**src/rtl/padr_pkg.sv**
```systemverilog
`default_nettype none

package padr_pkg;

  localparam int DspBlocks = 8;
  localparam int BlkW      = (DspBlocks > 1) ? $clog2(DspBlocks) : 1;

  typedef enum logic [3:0] {
    RG_UNMAPPED = 4'd0,
    RG_IO       = 4'd1,
    RG_ARM9RAM  = 4'd2,
    RG_VRAM     = 4'd3,
    RG_EXTVRAM  = 4'd4,
    RG_AXIWRAM  = 4'd5,
    RG_FCRAM    = 4'd6,
    RG_EXTFCRAM = 4'd7,
    RG_ROM11    = 4'd8,
    RG_ROM9     = 4'd9,
    RG_DSPWRAM  = 4'd10,
    RG_OVERLAY  = 4'd11
  } region_t;

  typedef enum logic [2:0] {
    CFG_CODE_MAP  = 3'd0,
    CFG_DATA_MAP  = 3'd1,
    CFG_ARM9_EXT  = 3'd2,
    CFG_EXT_VRAM  = 3'd3,
    CFG_FCRAM_EXT = 3'd4,
    CFG_BOOT_OVL  = 3'd5
  } cfg_index_t;

  typedef struct packed {
    logic [63:0] code_map;
    logic [63:0] data_map;
    logic        arm9_ram_ext;
    logic        ext_vram_en;
    logic        fcram_ext;
    logic        boot_ovl_en;
  } cfg_t;

  typedef struct packed {
    logic dsp;      // DSP WRAM window
    logic ram9;
    logic vram;
    logic extvram;
    logic axi;
    logic fcram;
    logic extfcram;
    logic io;
    logic low;      // below 0x20000
    logic high;     // at or above 0xFFFF0000
    logic top8k;    // at or above 0xFFFFE000
    logic page0;    // first 4KB page of a 64KB block
  } flags_t;

  typedef struct packed {
    logic [31:0]          address;
    logic                 arm9;
    logic                 wr;
    flags_t               flags;
    logic [DspBlocks-1:0] hits;
  } s1_t;

  typedef struct packed {
    logic [26:0]     address;
    region_t         region;
    logic [BlkW-1:0] blk;
  } s2_t;

endpackage

`default_nettype wire

```
**src/rtl/padr_cfg.sv**
```systemverilog
`default_nettype none

module padr_cfg (
  input  wire logic          clk,
  input  wire logic          rst,
  input  wire logic          wr_en,
  input  wire logic [2:0]    index,
  input  wire logic [63:0]   data,
  output padr_pkg::cfg_t     cfg
);

  always_ff @(posedge clk) begin
    if (rst) begin
      cfg <= '0;
    end else if (wr_en) begin
      case (padr_pkg::cfg_index_t'(index))
        padr_pkg::CFG_CODE_MAP:  cfg.code_map     <= data;
        padr_pkg::CFG_DATA_MAP:  cfg.data_map     <= data;
        padr_pkg::CFG_ARM9_EXT:  cfg.arm9_ram_ext <= data[0];
        padr_pkg::CFG_EXT_VRAM:  cfg.ext_vram_en  <= data[0];
        padr_pkg::CFG_FCRAM_EXT: cfg.fcram_ext    <= data[0];
        padr_pkg::CFG_BOOT_OVL:  cfg.boot_ovl_en  <= data[0];
        default: ;
      endcase
    end
  end

endmodule

`default_nettype wire

```
**src/rtl/padr_match.sv**
```systemverilog
`default_nettype none

// Stage 1: range compares and DSP block slot match.
module padr_match (
  input  wire logic        clk,
  input  wire logic        rst,
  input  wire logic        en,
  input  wire logic        in_vld,
  input  wire logic [31:0] address,
  input  wire logic        arm9,
  input  wire logic        wr,
  input  wire padr_pkg::cfg_t cfg,
  output logic             out_vld,
  output padr_pkg::s1_t    out
);

  padr_pkg::s1_t s1_next;
  logic [63:0]   map;

  always_comb begin
    s1_next.address = address;
    s1_next.arm9    = arm9;
    s1_next.wr      = wr;

    s1_next.flags.dsp      = (address[31:19] == 13'h3FE);
    s1_next.flags.ram9     = arm9 && ((address[31:20] == 12'h080) ||
                             (cfg.arm9_ram_ext && address[31:19] == 13'h102));
    s1_next.flags.vram     = (address[31:23] == 9'h030) && (address[22:21] != 2'b11);
    s1_next.flags.extvram  = !arm9 && cfg.ext_vram_en && (address[31:22] == 10'h07C);
    s1_next.flags.axi      = (address[31:19] == 13'h3FF);
    s1_next.flags.fcram    = (address[31:27] == 5'b00100);
    s1_next.flags.extfcram = cfg.fcram_ext && (address[31:27] == 5'b00101);
    s1_next.flags.io       = (address[31:27] == 5'b00010);
    s1_next.flags.low      = (address[31:17] == '0);
    s1_next.flags.high     = (address[31:16] == '1);
    s1_next.flags.top8k    = (address[31:13] == '1);
    s1_next.flags.page0    = (address[15:12] == '0);

    // bit 18 picks the data half of the window
    map = address[18] ? cfg.data_map : cfg.code_map;
    for (int i = 0; i < padr_pkg::DspBlocks; i++) begin
      s1_next.hits[i] = map[8*i+7] && (map[8*i+2 +: 3] == address[17:15]);
    end
  end

  always_ff @(posedge clk) begin
    if (rst) begin
      out_vld <= 1'b0;
    end else if (en) begin
      out_vld <= in_vld;
    end
  end

  always_ff @(posedge clk) begin
    if (en) begin
      out <= s1_next;
    end
  end

endmodule

`default_nettype wire

```
**src/rtl/padr_resolve.sv**
```systemverilog
`default_nettype none

// Stage 2: lowest-block pick, region priority and miss classing.
module padr_resolve (
  input  wire logic      clk,
  input  wire logic      rst,
  input  wire logic      en,
  input  wire logic      in_vld,
  input  wire padr_pkg::s1_t in,
  input  wire logic      boot_ovl_en,
  output logic           out_vld,
  output padr_pkg::s2_t  out
);

  padr_pkg::s2_t     s2_next;
  logic              hit;
  logic              boot11;
  padr_pkg::flags_t  f;

  always_comb begin
    f   = in.flags;
    hit = |in.hits;
    s2_next.address = in.address[26:0];
    s2_next.blk     = '0;
    for (int i = padr_pkg::DspBlocks - 1; i >= 0; i--) begin
      if (in.hits[i]) s2_next.blk = padr_pkg::BlkW'(i);
    end

    boot11 = !in.arm9 && (f.low || f.high);

    if (f.dsp) begin
      s2_next.region = hit ? padr_pkg::RG_DSPWRAM : padr_pkg::RG_UNMAPPED;
    end else if (f.ram9) begin
      s2_next.region = padr_pkg::RG_ARM9RAM;
    end else if (f.vram) begin
      s2_next.region = padr_pkg::RG_VRAM;
    end else if (f.extvram) begin
      s2_next.region = padr_pkg::RG_EXTVRAM;
    end else if (f.axi) begin
      s2_next.region = padr_pkg::RG_AXIWRAM;
    end else if (f.fcram) begin
      s2_next.region = padr_pkg::RG_FCRAM;
    end else if (f.extfcram) begin
      s2_next.region = padr_pkg::RG_EXTFCRAM;
    end else if (!in.wr && boot11 && (!f.page0 || !boot_ovl_en)) begin
      s2_next.region = padr_pkg::RG_ROM11;
    end else if (!in.wr && in.arm9 && f.high) begin
      s2_next.region = padr_pkg::RG_ROM9;
    end else if (in.wr && !in.arm9 && f.top8k) begin
      s2_next.region = padr_pkg::RG_ROM11;
    end else if (f.io) begin
      s2_next.region = padr_pkg::RG_IO;
    end else if (!in.wr && boot11) begin
      s2_next.region = padr_pkg::RG_OVERLAY;
    end else begin
      s2_next.region = padr_pkg::RG_UNMAPPED;
    end
  end

  always_ff @(posedge clk) begin
    if (rst) begin
      out_vld <= 1'b0;
    end else if (en) begin
      out_vld <= in_vld;
    end
  end

  always_ff @(posedge clk) begin
    if (en) begin
      out <= s2_next;
    end
  end

endmodule

`default_nettype wire

```
**src/rtl/physical_address_region_decoder_core.sv**
```systemverilog
// One item per cycle while the output is not stalled.
// Stages: range/slot match, region resolve, offset form + output register.
// A stall on the output holds all three stages together (one shared enable).
// Reset (rst, synchronous): clears stage valid bits and all config registers.
`default_nettype none

module physical_address_region_decoder_core (
  input  wire logic        clk,
  input  wire logic        rst,
  input  wire logic        in_valid,
  output logic             in_ready,
  input  wire logic [31:0] address,
  input  wire logic        requester_arm9,
  input  wire logic        func,
  output logic             out_valid,
  input  wire logic        out_ready,
  output logic [3:0]       region,
  output logic [26:0]      offset,
  input  wire logic        cfg_valid,
  output logic             cfg_ready,
  input  wire logic [2:0]  cfg_index,
  input  wire logic [63:0] cfg_data
);

  padr_pkg::cfg_t cfg;
  padr_pkg::s1_t  s1;
  padr_pkg::s2_t  s2;
  logic           s1_vld;
  logic           s2_vld;
  logic           en;
  logic [26:0]    offset_next;

  assign en        = !out_valid || out_ready;
  assign in_ready  = en;
  assign cfg_ready = 1'b1;

  padr_cfg u_cfg (
    .clk   (clk),
    .rst   (rst),
    .wr_en (cfg_valid && cfg_ready),
    .index (cfg_index),
    .data  (cfg_data),
    .cfg   (cfg)
  );

  padr_match u_match (
    .clk     (clk),
    .rst     (rst),
    .en      (en),
    .in_vld  (in_valid),
    .address (address),
    .arm9    (requester_arm9),
    .wr      (func),
    .cfg     (cfg),
    .out_vld (s1_vld),
    .out     (s1)
  );

  padr_resolve u_resolve (
    .clk         (clk),
    .rst         (rst),
    .en          (en),
    .in_vld      (s1_vld),
    .in          (s1),
    .boot_ovl_en (cfg.boot_ovl_en),
    .out_vld     (s2_vld),
    .out         (s2)
  );

  always_comb begin
    case (s2.region)
      // data half keeps bit 18, block index replaces the slot bits
      padr_pkg::RG_DSPWRAM:  offset_next = 27'({s2.address[18], 3'(s2.blk),
                                                s2.address[14:0]});
      padr_pkg::RG_ARM9RAM:  offset_next = 27'(s2.address[20:0]);
      padr_pkg::RG_VRAM:     offset_next = 27'(s2.address[22:0]);
      padr_pkg::RG_EXTVRAM:  offset_next = 27'(s2.address[21:0]);
      padr_pkg::RG_AXIWRAM:  offset_next = 27'(s2.address[18:0]);
      padr_pkg::RG_FCRAM,
      padr_pkg::RG_EXTFCRAM: offset_next = s2.address;
      padr_pkg::RG_ROM11,
      padr_pkg::RG_ROM9:     offset_next = 27'(s2.address[15:0]);
      default:               offset_next = '0;
    endcase
  end

  always_ff @(posedge clk) begin
    if (rst) begin
      out_valid <= 1'b0;
    end else if (en) begin
      out_valid <= s2_vld;
    end
  end

  always_ff @(posedge clk) begin
    if (en) begin
      region <= s2.region;
      offset <= offset_next;
    end
  end

`ifndef SYNTHESIS
  a_zero_offset: assert property (@(posedge clk) disable iff (rst)
    out_valid && (region == padr_pkg::RG_UNMAPPED || region == padr_pkg::RG_IO ||
                  region == padr_pkg::RG_OVERLAY) |-> offset == '0)
    else $error("nonzero offset on unmapped, io or overlay result");

  a_dsp_range: assert property (@(posedge clk) disable iff (rst)
    out_valid && region == padr_pkg::RG_DSPWRAM |-> offset[26:19] == '0)
    else $error("DSP WRAM offset beyond 512KB");

  a_latency: assert property (@(posedge clk) disable iff (rst)
    (in_valid && in_ready) ##1 in_ready ##1 in_ready |=> out_valid)
    else $error("accepted item did not reach the output in three cycles");
`endif

endmodule

`default_nettype wire

```
**config.mk**
```make
export PLATFORM = sky130hd
export DESIGN_NAME = physical_address_region_decoder_core
export DESIGN_NICKNAME = d
export VERILOG_FILES = /design/src/rtl/padr_pkg.sv /design/src/rtl/padr_cfg.sv /design/src/rtl/padr_match.sv /design/src/rtl/padr_resolve.sv /design/src/rtl/physical_address_region_decoder_core.sv
export SDC_FILE = /design/constraint.sdc
export NUM_CORES = 1
export LEC_CHECK = 0
export ABC_AREA = 1
export BUFFER_PORTS_ARGS = -buffer_cell sky130_fd_sc_hd__buf_4
export CAP_MARGIN = 20
export CORE_MARGIN = 5
export CORE_UTILIZATION = 30
export DETAILED_ROUTE_END_ITERATION = 8
export PLACE_DENSITY = 0.46
export REMOVE_ABC_BUFFERS = 1
export SETUP_SLACK_MARGIN = 0.3
export SYNTH_ARGS = -nofsm -noshare
export SYNTH_HDL_FRONTEND = slang
export SYNTH_HIERARCHICAL = 1
export SYNTH_SLANG_ARGS = --single-unit
```
**constraint.sdc**
```tcl
create_clock -name clk -period 3.8 [get_ports clk]
set_input_delay 0 -clock clk [delete_from_list [all_inputs] [get_ports clk]]
set_output_delay 0 -clock clk [all_outputs]
set_load 0.01 [all_outputs]
```
==> results.ini <==
[setup_path]
reg2regPathDepth=2
cp_data_arrival_time_ps=2030
crit_slowest_cell=dlygate4sd3_1
r2r_setup_slack_ps=2150
critical_path_depth=8
crit_type=in2reg
endpoint=u_cfg/cfg[30]
cp_slowest_stage_delay_ps=540
critPathLaunch=cfg_valid
cp_num_buf_inv=4
r2r-start=out_valid
timing.rr.end=u_match/out[42]
worstPathRequired_ps=4120
startpoint_type=input port
path_cells=dlygate4sd3_1, buf_4, inv_2, nor2_4, buf_4, nand3_1, nand2_1, nor2_1
cpMostUsedCell=buf_4
cp_max_fo=41
critPathCaptureType=flip-flop
crit_family=buffers and inverters

[status]
status=completed

[cts]
post_cts_buffers=0
clock_latency_ps=430
clock_sinks=185
h-tree-depth=4
cts_tree=yes
clockBufferDepth=2
cts_root_buffer=clkbuf_16
post_cts_resized=0
numCtsBuffers=17
clk_pin_slew_worst_paths_ps=70

[timing]
finalSetupTns_ps=0
finalHoldViolations=0
rsz0062_at_grt=false
setup_viol=0
max_freq_mhz=587
min_period_over_period_pct=44.8
relSlewSlack_pct=30.1
finClkSkew_ps=17.2
timing.final.max_slew_violations=0
worst_pin_slew_ps=1050
fin_crit_ps=1700

[global_routing]
grt_usage_pct=12.9
first_global_vias=5958
grt_max_degree=69
grt-ovfl-total=0
grt_pass1_wl_microns=31400
antenna_found_initial=0

[finish]
area_growth_pct=27.9
drive_above_1_share_pct=14.6
num_antenna_cells=0
layout_commonest_cell=nand2_1
final_cell_mix=252 x nand2_1, 187 x nor2_1, 115 x nand3_1
nets=1212
final_util_pct=39.0

[logic_synthesis]
yosysWarnings=6
syn_inst=969
avgSynthCellArea_sq_um=8.48
syn-cell-area_sq_um=8210

[floorplanning]
fp-row-count=60
die_w_microns=175
ios=140
start_util_pct=30.5
die_y_microns=175
core_sq_um=27000
dieArea_sq_um=30800

[placement]
io_buffers=107
routabilityCongestion=0.763
place_hpwl_microns=11800

[routing]
wl_per_cell_microns=13.3
post-route-drc-count=0
wl_met3_microns=701
wl_met2_microns=9140
ant_nets=0
highest_layer=met4
dr.pass1.iters=5
drt_iter0_drc=294
met1_length_microns=9430
viasPerCell=4.30
num_vias=6283
drt_wl_total_microns=19400

[power_and_ir_drop]
p_leak_nw=4.77
ir_worst_vdd_v=0.000248
p_per_area_nw_per_um2=446

[worst_hold_path]
holdCritPathClass=in2reg

[flow_run]
maxCapViolCount=0

flip-flops by register name, indices dropped and copies added (netlist names):
register	flops
offset	27
out_valid	1
region	4
u_cfg/cfg	68
u_match/out	49
u_match/out_vld	1
u_resolve/out	34
u_resolve/out_vld	1
through the flow:
stage               worst slack (ps)  cells  cell area, sq um  hold slack [ps]  total power [mW]
floorplan                        374    903              7840             69.1              2.59
global placement                2130   1354              9130              179              2.83
detailed placement              2130   1354              9130              179              2.83
CTS                             2100   1460             10500             11.9              4.76
global route                    1870   1460             10500             74.6              4.91
finish                          2100   1460             10500             43.5              4.68
report_power, final:
part	leakage (nW)	switching [mW]	internal (mW)
registers	1.86	0.0462	2.27
clock network	0.306	0.906	0.940
logic	2.60	0.287	0.238
total	4.77	1.24	3.44
cell type report:
cell class	instances	area, sq um
timing repair buffer	184	1580
sequential	185	4840
fill	2794	16400
multi-input combinational	609	2610
tap	341	427
clock buffer	18	450
inverter	109	412
clock inverter	14	185
worst min path at each step:
| stage | depth (start not counted) | startpoint | to |
|---|---|---|---|
| after floorplan | 1 | rst | out_valid |
| after detailed placement | 1 | address[4] | u_match/out[26] |
| after global routing | 1 | address[18] | u_match/out[40] |
| after CTS | 5 | cfg_index[2] | u_cfg/cfg[1] |
| after global placement | 1 | address[4] | u_match/out[26] |
| final | 5 | cfg_index[2] | u_cfg/cfg[1] |
timing repair:
item	4_1_cts	5_1_grt
hold buffers	74	0
setup endpoints to repair	0	0
endpoints found under the hold margin	109	0
metal layers:
| layer | GRT usage [%] | vias up |
|---|---|---|
| met1 | 16.9 | 2843 |
| met5 | 0 | - |
| met4 | 2.92 | 0 |
| li1 | - | 3314 |
| met3 | 2.56 | 8 |
| met2 | 22.0 | 118 |
worst reg2reg max path, cell delays in order (launching register included):
cell and delay, ps:
dfxtp_1 340, nand2_4 500, buf_12 430
No activity file was read; power rests on OpenSTA's default activity.
